===== config.mk =====
export PLATFORM = sky130hd
export DESIGN_NAME = stroke_length_speed_tracker
export DESIGN_NICKNAME = d
export VERILOG_FILES = /design/src/design/slst_pkg.sv /design/src/design/slst_cmpsub.sv /design/src/design/stroke_length_speed_tracker.sv
export SDC_FILE = /design/constraint.sdc
export NUM_CORES = 2
export LEC_CHECK = 0
export BUFFER_PORTS_ARGS = -buffer_cell sky130_fd_sc_hd__buf_4
export CAP_MARGIN = 20
export CORE_ASPECT_RATIO = 0.5
export CORE_MARGIN = 1
export CORE_UTILIZATION = 40
export DETAILED_ROUTE_END_ITERATION = 8
export PLACE_DENSITY_LB_ADDON = 0.25
export SLEW_MARGIN = 20
export SYNTH_ARGS = -nofsm -noshare
export SYNTH_HDL_FRONTEND = slang
export SYNTH_SLANG_ARGS = --single-unit

===== constraint.sdc =====
create_clock -name clk -period 17.7 [get_ports clk]
set_clock_uncertainty 0.1 [all_clocks]
set_input_delay 5.31 -clock clk [delete_from_list [all_inputs] [get_ports clk]]
set_output_delay 5.31 -clock clk [all_outputs]
set_load 0.02 [all_outputs]

===== src/design/slst_pkg.sv =====
// Shared constants for the stroke length and speed tracker.
// Used by the top level and by the compare/subtract unit; depends on nothing.
package slst_pkg;

	// Fixed field widths of the result.
	localparam int LEN_W = 40;
	localparam int SPD_W = 32;

	// Pen point fields.
	localparam int COORD_W = 16;
	localparam int STAMP_W = 32;

	// Configuration port.
	localparam int APB_ADDR_W = 3;
	localparam int APB_DATA_W = 32;

	// Register index decoded from paddr[2].
	localparam logic REG_SPEED_STILL = 1'b0;

	localparam logic [SPD_W-1:0] SPEED_STILL_RST = {SPD_W{1'b1}};
	localparam logic [LEN_W-1:0] LEN_MAX = {LEN_W{1'b1}};
	localparam logic [SPD_W-1:0] SPD_MAX = {SPD_W{1'b1}};

	// Output of the shared compare/subtract unit, the flag part.
	typedef struct packed {
		logic ge;
		logic eq;
	} cmp_flags_t;

endpackage


===== src/design/slst_cmpsub.sv =====
// Shared compare/subtract unit of the stroke length and speed tracker.
// Depends on slst_pkg for the flag struct.
module slst_cmpsub #(
	parameter int W = 35
) (
	input  logic [W-1:0]            a,
	input  logic [W-1:0]            b,
	output logic [W-1:0]            diff,
	output slst_pkg::cmp_flags_t    flags
);

	logic [W:0] full;

	// The borrow out of the subtraction tells whether a is below b.
	assign full = {1'b0, a} - {1'b0, b};
	assign diff = full[W-1:0];
	assign flags.ge = ~full[W];
	assign flags.eq = (a == b);

endmodule


===== src/design/stroke_length_speed_tracker.sv =====
// Top level of the stroke length and speed tracker: APB register, stream ports,
// sequencer and datapath. Depends on slst_pkg and slst_cmpsub.
//
// Channel   | Direction | Handshake         | Contents
// s_*       | in        | s_tvalid/s_tready | one pen point (x, y, time stamp, stroke start)
// m_*       | out       | m_tvalid/m_tready | path length, average speed, no-time flag
// APB       | in/out    | psel/penable      | speed_when_still register at byte address 0
//
// A point that opens a stroke goes straight to delivery. A continuing point runs the
// squares, 17 + LENGTH_FRAC_BITS root digits, the length add, a range check, 32
// quotient bits and delivery; the divide is skipped when no time has elapsed or the
// speed saturates. The root digits, range check and quotient bits share the one
// compare/subtract unit. The input is not ready while a point is in work; a result
// that waits in the output register stalls the delivery step and so the input. Reset
// clears all control state and sets the register to all ones.
module stroke_length_speed_tracker #(
	parameter int LENGTH_FRAC_BITS = 8,
	parameter int SPEED_FRAC_BITS = 16
) (
	input  logic                                clk,
	input  logic                                arst_n,
	// APB configuration port
	input  logic                                psel,
	input  logic                                penable,
	input  logic                                pwrite,
	input  logic [slst_pkg::APB_ADDR_W-1:0]     paddr,
	input  logic [slst_pkg::APB_DATA_W-1:0]     pwdata,
	output logic [slst_pkg::APB_DATA_W-1:0]     prdata,
	output logic                                pready,
	// Pen point requests
	input  logic                                s_tvalid,
	output logic                                s_tready,
	input  logic [63:0]                         s_tdata,  // pos_x, pos_y, stamp_ms
	input  logic                                s_tuser,  // first_point
	// Results
	output logic                                m_tvalid,
	input  logic                                m_tready,
	output logic [71:0]                         m_tdata,  // path_length, avg_speed
	output logic                                m_tuser   // speed_is_still
);

	localparam int LEN_W = slst_pkg::LEN_W;
	localparam int SPD_W = slst_pkg::SPD_W;
	localparam int CW_X = slst_pkg::COORD_W;
	localparam int ST_W = slst_pkg::STAMP_W;

	// Square root: one result bit per digit pair, fraction pairs are zero.
	localparam int NPAIRS = 17 + LENGTH_FRAC_BITS;
	localparam int RTW = NPAIRS;
	localparam int RW = RTW + 2;
	localparam int SQ_W = 2 * CW_X + 1;
	localparam int SQSH_W = 2 * NPAIRS;

	// The divide runs on the length rescaled to the speed's fraction bits.
	localparam int SHIFT = SPEED_FRAC_BITS - LENGTH_FRAC_BITS;
	localparam int SHL = (SHIFT >= 0) ? SHIFT : 0;
	localparam int SHR = (SHIFT < 0) ? -SHIFT : 0;
	localparam int NUM_W = 2 * SPD_W;

	localparam int AW = (RW > SPD_W + 1) ? RW : SPD_W + 1;
	localparam int CNT_W = ($clog2(NPAIRS) > 5) ? $clog2(NPAIRS) : 5;

	// Sequencer states
	localparam logic [3:0] ST_IDLE   = 4'd0;
	localparam logic [3:0] ST_MULX   = 4'd1;
	localparam logic [3:0] ST_MULY   = 4'd2;
	localparam logic [3:0] ST_ADD    = 4'd3;
	localparam logic [3:0] ST_ROOT   = 4'd4;
	localparam logic [3:0] ST_LEN    = 4'd5;
	localparam logic [3:0] ST_DIVCHK = 4'd6;
	localparam logic [3:0] ST_DIV    = 4'd7;
	localparam logic [3:0] ST_DONE   = 4'd8;

	logic [3:0]             state_q;
	logic [SPD_W-1:0]       spd_still_q;
	logic                   started_q;
	logic [ST_W-1:0]        start_q;
	logic [CW_X-1:0]        prev_x_q;
	logic [CW_X-1:0]        prev_y_q;
	logic [LEN_W-1:0]       len_q;
	logic [CW_X-1:0]        ax_q;
	logic [CW_X-1:0]        ay_q;
	logic [ST_W-1:0]        elapsed_q;
	logic [2*CW_X-1:0]      prod_q;
	logic [SQ_W-1:0]        sq_q;
	logic [SQSH_W-1:0]      sqsh_q;
	logic [RW-1:0]          rem_q;
	logic [RTW-1:0]         root_q;
	logic [CNT_W-1:0]       cnt_q;
	logic [SPD_W-1:0]       div_rem_q;
	logic [SPD_W-1:0]       div_num_q;
	logic [SPD_W-1:0]       quo_q;
	logic [SPD_W-1:0]       res_spd_q;
	logic                   res_still_q;
	logic                   m_tvalid_q;
	logic [LEN_W-1:0]       out_len_q;
	logic [SPD_W-1:0]       out_spd_q;
	logic                   out_still_q;

	logic                   cfg_wr;
	logic                   in_acc;
	logic signed [CW_X:0]   dx;
	logic signed [CW_X:0]   dy;
	logic [CW_X:0]          dx_abs;
	logic [CW_X:0]          dy_abs;
	logic [CW_X-1:0]        mul_op;
	logic [2*CW_X-1:0]      mul_res;
	logic [1:0]             pair;
	logic [RW-1:0]          rem_next;
	logic [SPD_W:0]         div_next;
	logic [LEN_W:0]         len_sum;
	logic [NUM_W-1:0]       num_full;
	logic [AW-1:0]          alu_a;
	logic [AW-1:0]          alu_b;
	logic [AW-1:0]          alu_diff;
	slst_pkg::cmp_flags_t   alu_flags;

	// Configuration register. Only paddr[2] selects a register; the byte
	// offset bits are ignored.
	assign pready = 1'b1;
	assign cfg_wr = psel & penable & pwrite & pready;
	assign prdata = (paddr[2] == slst_pkg::REG_SPEED_STILL) ? spd_still_q : '0;

	always_ff @(posedge clk or negedge arst_n) begin
		if (!arst_n) begin
			spd_still_q <= slst_pkg::SPEED_STILL_RST;
		end else if (cfg_wr && paddr[2] == slst_pkg::REG_SPEED_STILL) begin
			spd_still_q <= pwdata;
		end
	end

	assign s_tready = (state_q == ST_IDLE);
	assign in_acc = s_tvalid & s_tready;

	// Coordinate differences against the previous point; the magnitude of a
	// 17-bit difference of two 16-bit values always fits in 16 bits.
	assign dx = signed'({s_tdata[15], s_tdata[15:0]}) - signed'({prev_x_q[15], prev_x_q});
	assign dy = signed'({s_tdata[31], s_tdata[31:16]}) - signed'({prev_y_q[15], prev_y_q});
	assign dx_abs = dx[CW_X] ? unsigned'(-dx) : unsigned'(dx);
	assign dy_abs = dy[CW_X] ? unsigned'(-dy) : unsigned'(dy);

	// One 16x16 multiplier squares x then y.
	assign mul_op = (state_q == ST_MULX) ? ax_q : ay_q;
	assign mul_res = mul_op * mul_op;

	// Root step: bring down the next digit pair and try the odd trial value.
	assign pair = sqsh_q[SQSH_W-1 -: 2];
	assign rem_next = {rem_q[RTW-1:0], pair};

	// Divide step: bring down the next numerator bit.
	assign div_next = {div_rem_q, div_num_q[SPD_W-1]};

	assign len_sum = {1'b0, len_q} + (LEN_W+1)'(root_q);
	assign num_full = (NUM_W'(len_q) << SHL) >> SHR;

	always_comb begin
		case (state_q)
			ST_ROOT: begin
				alu_a = AW'(rem_next);
				alu_b = AW'({root_q, 2'b01});
			end
			ST_DIVCHK: begin
				alu_a = AW'(num_full[NUM_W-1:SPD_W]);
				alu_b = AW'(elapsed_q);
			end
			ST_DIV: begin
				alu_a = AW'(div_next);
				alu_b = AW'(elapsed_q);
			end
			default: begin
				alu_a = '0;
				alu_b = '0;
			end
		endcase
	end

	slst_cmpsub #(
		.W(AW)
	) u_cmpsub (
		.a    (alu_a),
		.b    (alu_b),
		.diff (alu_diff),
		.flags(alu_flags)
	);

	// Sequencer and stroke state
	always_ff @(posedge clk or negedge arst_n) begin
		if (!arst_n) begin
			state_q <= ST_IDLE;
			started_q <= 1'b0;
			start_q <= '0;
			prev_x_q <= '0;
			prev_y_q <= '0;
			len_q <= '0;
			m_tvalid_q <= 1'b0;
		end else begin
			// A new result may replace one that leaves in the same cycle.
			if (state_q == ST_DONE && (!m_tvalid_q || m_tready)) begin
				m_tvalid_q <= 1'b1;
			end else if (m_tvalid_q && m_tready) begin
				m_tvalid_q <= 1'b0;
			end
			case (state_q)
				ST_IDLE: begin
					if (in_acc) begin
						prev_x_q <= s_tdata[15:0];
						prev_y_q <= s_tdata[31:16];
						if (s_tuser || !started_q) begin
							started_q <= 1'b1;
							start_q <= s_tdata[63:32];
							len_q <= '0;
							state_q <= ST_DONE;
						end else begin
							state_q <= ST_MULX;
						end
					end
				end
				ST_MULX: state_q <= ST_MULY;
				ST_MULY: state_q <= ST_ADD;
				ST_ADD: state_q <= ST_ROOT;
				ST_ROOT: begin
					if (cnt_q == '0) begin
						state_q <= ST_LEN;
					end
				end
				ST_LEN: begin
					// The length sticks at its maximum once it overflows.
					len_q <= len_sum[LEN_W] ? slst_pkg::LEN_MAX : len_sum[LEN_W-1:0];
					state_q <= (elapsed_q == '0) ? ST_DONE : ST_DIVCHK;
				end
				ST_DIVCHK: begin
					state_q <= alu_flags.ge ? ST_DONE : ST_DIV;
				end
				ST_DIV: begin
					if (cnt_q == '0) begin
						state_q <= ST_DONE;
					end
				end
				ST_DONE: begin
					if (!m_tvalid_q || m_tready) begin
						state_q <= ST_IDLE;
					end
				end
				default: state_q <= ST_IDLE;
			endcase
		end
	end

	// Datapath registers
	always_ff @(posedge clk) begin
		case (state_q)
			ST_IDLE: begin
				ax_q <= dx_abs[CW_X-1:0];
				ay_q <= dy_abs[CW_X-1:0];
				elapsed_q <= s_tdata[63:32] - start_q;
				res_spd_q <= '0;
				res_still_q <= 1'b0;
			end
			ST_MULX: begin
				prod_q <= mul_res;
			end
			ST_MULY: begin
				sq_q <= SQ_W'(prod_q);
				prod_q <= mul_res;
			end
			ST_ADD: begin
				sqsh_q <= SQSH_W'(sq_q + SQ_W'(prod_q)) << (2 * LENGTH_FRAC_BITS);
				rem_q <= '0;
				root_q <= '0;
				cnt_q <= CNT_W'(NPAIRS - 1);
			end
			ST_ROOT: begin
				sqsh_q <= sqsh_q << 2;
				rem_q <= alu_flags.ge ? alu_diff[RW-1:0] : rem_next;
				root_q <= {root_q[RTW-2:0], alu_flags.ge};
				cnt_q <= cnt_q - 1'b1;
			end
			ST_LEN: begin
				if (elapsed_q == '0) begin
					res_spd_q <= spd_still_q;
					res_still_q <= 1'b1;
				end
			end
			ST_DIVCHK: begin
				// A quotient that does not fit in 32 bits saturates at once.
				if (alu_flags.ge) begin
					res_spd_q <= slst_pkg::SPD_MAX;
				end
				div_rem_q <= num_full[NUM_W-1:SPD_W];
				div_num_q <= num_full[SPD_W-1:0];
				quo_q <= '0;
				cnt_q <= CNT_W'(SPD_W - 1);
			end
			ST_DIV: begin
				div_rem_q <= alu_flags.ge ? alu_diff[SPD_W-1:0] : div_next[SPD_W-1:0];
				div_num_q <= div_num_q << 1;
				quo_q <= {quo_q[SPD_W-2:0], alu_flags.ge};
				cnt_q <= cnt_q - 1'b1;
				if (cnt_q == '0) begin
					res_spd_q <= {quo_q[SPD_W-2:0], alu_flags.ge};
				end
			end
			ST_DONE: begin
				if (!m_tvalid_q || m_tready) begin
					out_len_q <= len_q;
					out_spd_q <= res_spd_q;
					out_still_q <= res_still_q;
				end
			end
			default: begin
			end
		endcase
	end

	assign m_tvalid = m_tvalid_q;
	assign m_tdata = {out_spd_q, out_len_q};
	assign m_tuser = out_still_q;

`ifndef SYNTHESIS
	// A point that opens a stroke goes straight to delivery.
	assert property (@(posedge clk) disable iff (!arst_n)
		in_acc && (s_tuser || !started_q) |=> state_q == ST_DONE)
		else $error("stroke start did not go to delivery");

	// A continuing point starts with the squares.
	assert property (@(posedge clk) disable iff (!arst_n)
		in_acc && !s_tuser && started_q |=> state_q == ST_MULX)
		else $error("continuing point did not start the squares");

	// The partial remainder of the divide stays below the divisor.
	assert property (@(posedge clk) disable iff (!arst_n)
		state_q == ST_DIV |-> div_rem_q < elapsed_q)
		else $error("divide remainder out of range");

	// The divide is never entered with no elapsed time.
	assert property (@(posedge clk) disable iff (!arst_n)
		state_q == ST_DIVCHK || state_q == ST_DIV |-> elapsed_q != '0)
		else $error("divide entered with zero elapsed time");
`endif

endmodule


==> impl_results.md <==
* Status: finished, final reports clean
* CP required at around 12000 ps
* Worst-Margin Slew at 1057 ps
* Hold Path Class: register to register
* Max frequency at 0.08857 GHz
* Root Driver: clkbuf_16
* Minimum clock period at about 11000 ps
* Diode count at 0
* Buffers on Ports at between 200 and 250
* Syn Area/Cell at about 10 µm²
* WHS Path Cells at 0
* Most common cell after layout, fill and taps aside: nand2_1
* RSZ-0062 raised after global routing: no
* Starting density of the core at just over 40%
* First-pass DRT Iterations at 6
* Nets at between 4k and 5k
* Multi-input logic area at 18660 µm²
* Area delta synth->final at 13.37%
* Number of synthesis warnings at 0
* # DRC at 0
* RR Startpoint: state_q[1]
* Clock transition at the registers of the reported paths at approximately 70 ps
* DIE WIDTH at ~430 µm
* Gr ovfl total at 0
* Pin count of the biggest net entering global routing at 83
* Drt wl/cell at 17.07 µm
* Clock Path Buffers at 3
* Slew Limit Fails at 0
* Yosys cell types at 85
* Core area at 89120 µm²
* Via/cell ratio at around 5.2
* DR iter-0 viols at around 1.6k
* Tcrit/Tclk final at between 60% and 70%
* Seq cells post-synth at 550
* HP Start: res_spd_q[30]
* Reg2reg end: prod_q[28]
* Crit Path Max Fanout at 33
* Max cap viols at 0
* Main synth FF type: edfxtp_1
* Global-route wire length before repair at 137600 µm
* Internal reg-to-reg setup slack at ~8400 ps
* Post-synthesis cell area at about 36000 µm²
* Routed via count at 25.83k
* Die height at approximately 210 µm
* Post-DRT Antenna Nets at 0
* Reg area at approximately 16000 µm²
* IO Pins at between 200 and 250
* Post-CTS Hold Buffers at 0
* Seq/Total Area, Yosys at approximately 44%
* Fillers at just over 8k
* CP endpoint kind: output pin
* Vias in the first global route at 25.93k
* Die area at 92000 µm²
* Number of flops mapped to enable cells by yosys at roughly 400
* Share of synthesized registers carrying an async set or reset at between 20 and 30%
* Latest clock arrival within the worst-skew pair at roughly 680 ps
* Arr. time, crit path at approximately 6000 ps
* Post-cts gate resize count at 0
* Hold-critical path endpoint: out_spd_q[30]
* Syn Nets at just over 4k
* DRT Wirelength at 84220 µm
* Most frequent cells in the layout: nand2_1 (424), edfxtp_1 (408), inv_1 (351), a21oi_1 (280), nor2_1 (253)
* Initial antenna violation count at 0
* Final setup fails at 0
* GPL Wtd Cong at approximately 0.9
* # rows at between 70 and 80
* Kind of critical path: input pin to output pin
* Setup Fix Bufs, Post-CTS at 0
* Tot GR Track Use at a little under a fifth
* CP Launch Type: input pin
* CTS Buf Count at between 50 and 60
* Layout cells sized above 1 at around an eighth
* Hpwl dp at roughly 60000 µm
* Synthesized instance count at 3520
* Final setup TNS at 0 ps
* CTS tree: yes
* # clock sinks at between 500 and 600
* Hold Fails Final Rpt at 0
* H-tree depth at 2
* Relative slew margins at around 27%
* R2R depth at 28
-- kinds of logic after synthesis --
family	count (synthesis)	synth area share, %
compound gates	768	13.14
fa+ha+maj	419	17.90
buf+inv	478	5.083
simple gates	1019	12.71
other cells	1	0.01033
flops	550	43.67
xor+xnor	180	4.345
mux	105	3.148
-- metrics by stage --
stage	hold slack [ps]	instance area (µm²)	std cells	util, %	worst slack [ps]
floorplan	300.3	36290	3520	-	4798
global placement	300.5	39190	4831	43.98	6456
detailed placement	304.5	39190	4831	43.98	6411
CTS	317.0	41140	4933	46.16	6408
global route	323.7	41140	4933	46.16	6355
finish	311.8	41140	4933	46.16	6410
-- cells in the mapped netlist (10+ instances only) --
master / number / area [µm²]
edfxtp_1: 408 / 12250
nand2b_1: 28 / 175.2
and3_1: 54 / 337.8
o21bai_1: 19 / 142.6
clkbuf_1: 107 / 401.6
dfrtp_1: 110 / 2753
o21a_1: 27 / 202.7
dfstp_2: 32 / 840.8
and2_1: 47 / 294.0
xor2_1: 59 / 516.8
mux2i_1: 32 / 320.3
ha_1: 251 / 3141
a21o_1: 93 / 698.2
nand2_1: 427 / 1603
inv_1: 351 / 1318
a211oi_1: 16 / 120.1
nor2b_1: 57 / 356.6
o31ai_1: 18 / 135.1
o21ai_0: 168 / 840.8
nor2_1: 257 / 964.7
mux2_2: 73 / 822.0
nand3_1: 41 / 205.2
a31oi_1: 39 / 244.0
a21oi_1: 280 / 1401
fa_1: 167 / 3343
nand4_1: 10 / 62.56
nor4_1: 15 / 93.84
xnor2_1: 121 / 1060
nor3_1: 42 / 210.2
-- worst max-delay path, cell delays in order --
cell	delay (ps)
buf_4	290
nor2b_1	100
buf_4	170
-- per-layer routing --
metal  share of wire, %  track usage [%]
met5                  0                0
met4                2.1            4.580
met3                4.2            2.490
met2                 46            30.31
met1                 47            25.42
-- worst max path at each step --
| stage | start | to | slack, ps |
|---|---|---|---|
| after global routing | paddr[2] | prdata[9] | 6360 |
| final | paddr[2] | prdata[9] | 6410 |
| after detailed placement | paddr[2] | prdata[9] | 6410 |
| after CTS | paddr[2] | prdata[9] | 6410 |
| after global placement | paddr[2] | prdata[1] | 6460 |
| after floorplan | state_q[0] | s_tready | 4800 |
-- area by class of cell --
class                   count  share of cell area (%)
repair buffers            249                   4.553
multi-input cells        2492                   45.35
clock inverters            38                   1.180
well taps                1185                   3.604
flip-flops and latches    550                   38.52
inverters                 355                   3.239
clock buffers              64                   3.552
-- registers in the layout, summed over array words and instances (netlist names), 32 cells and up --
register and flops:
len_q 40, out_len_q 40, sqsh_q 34, div_rem_q 32
elapsed_q 32, out_spd_q 32, res_spd_q 32, spd_still_q 32
start_q 32
Power is left out: the tool's default activity adds up to more than one toggle a clock period on the data nets, which glitch-free logic cannot reach.
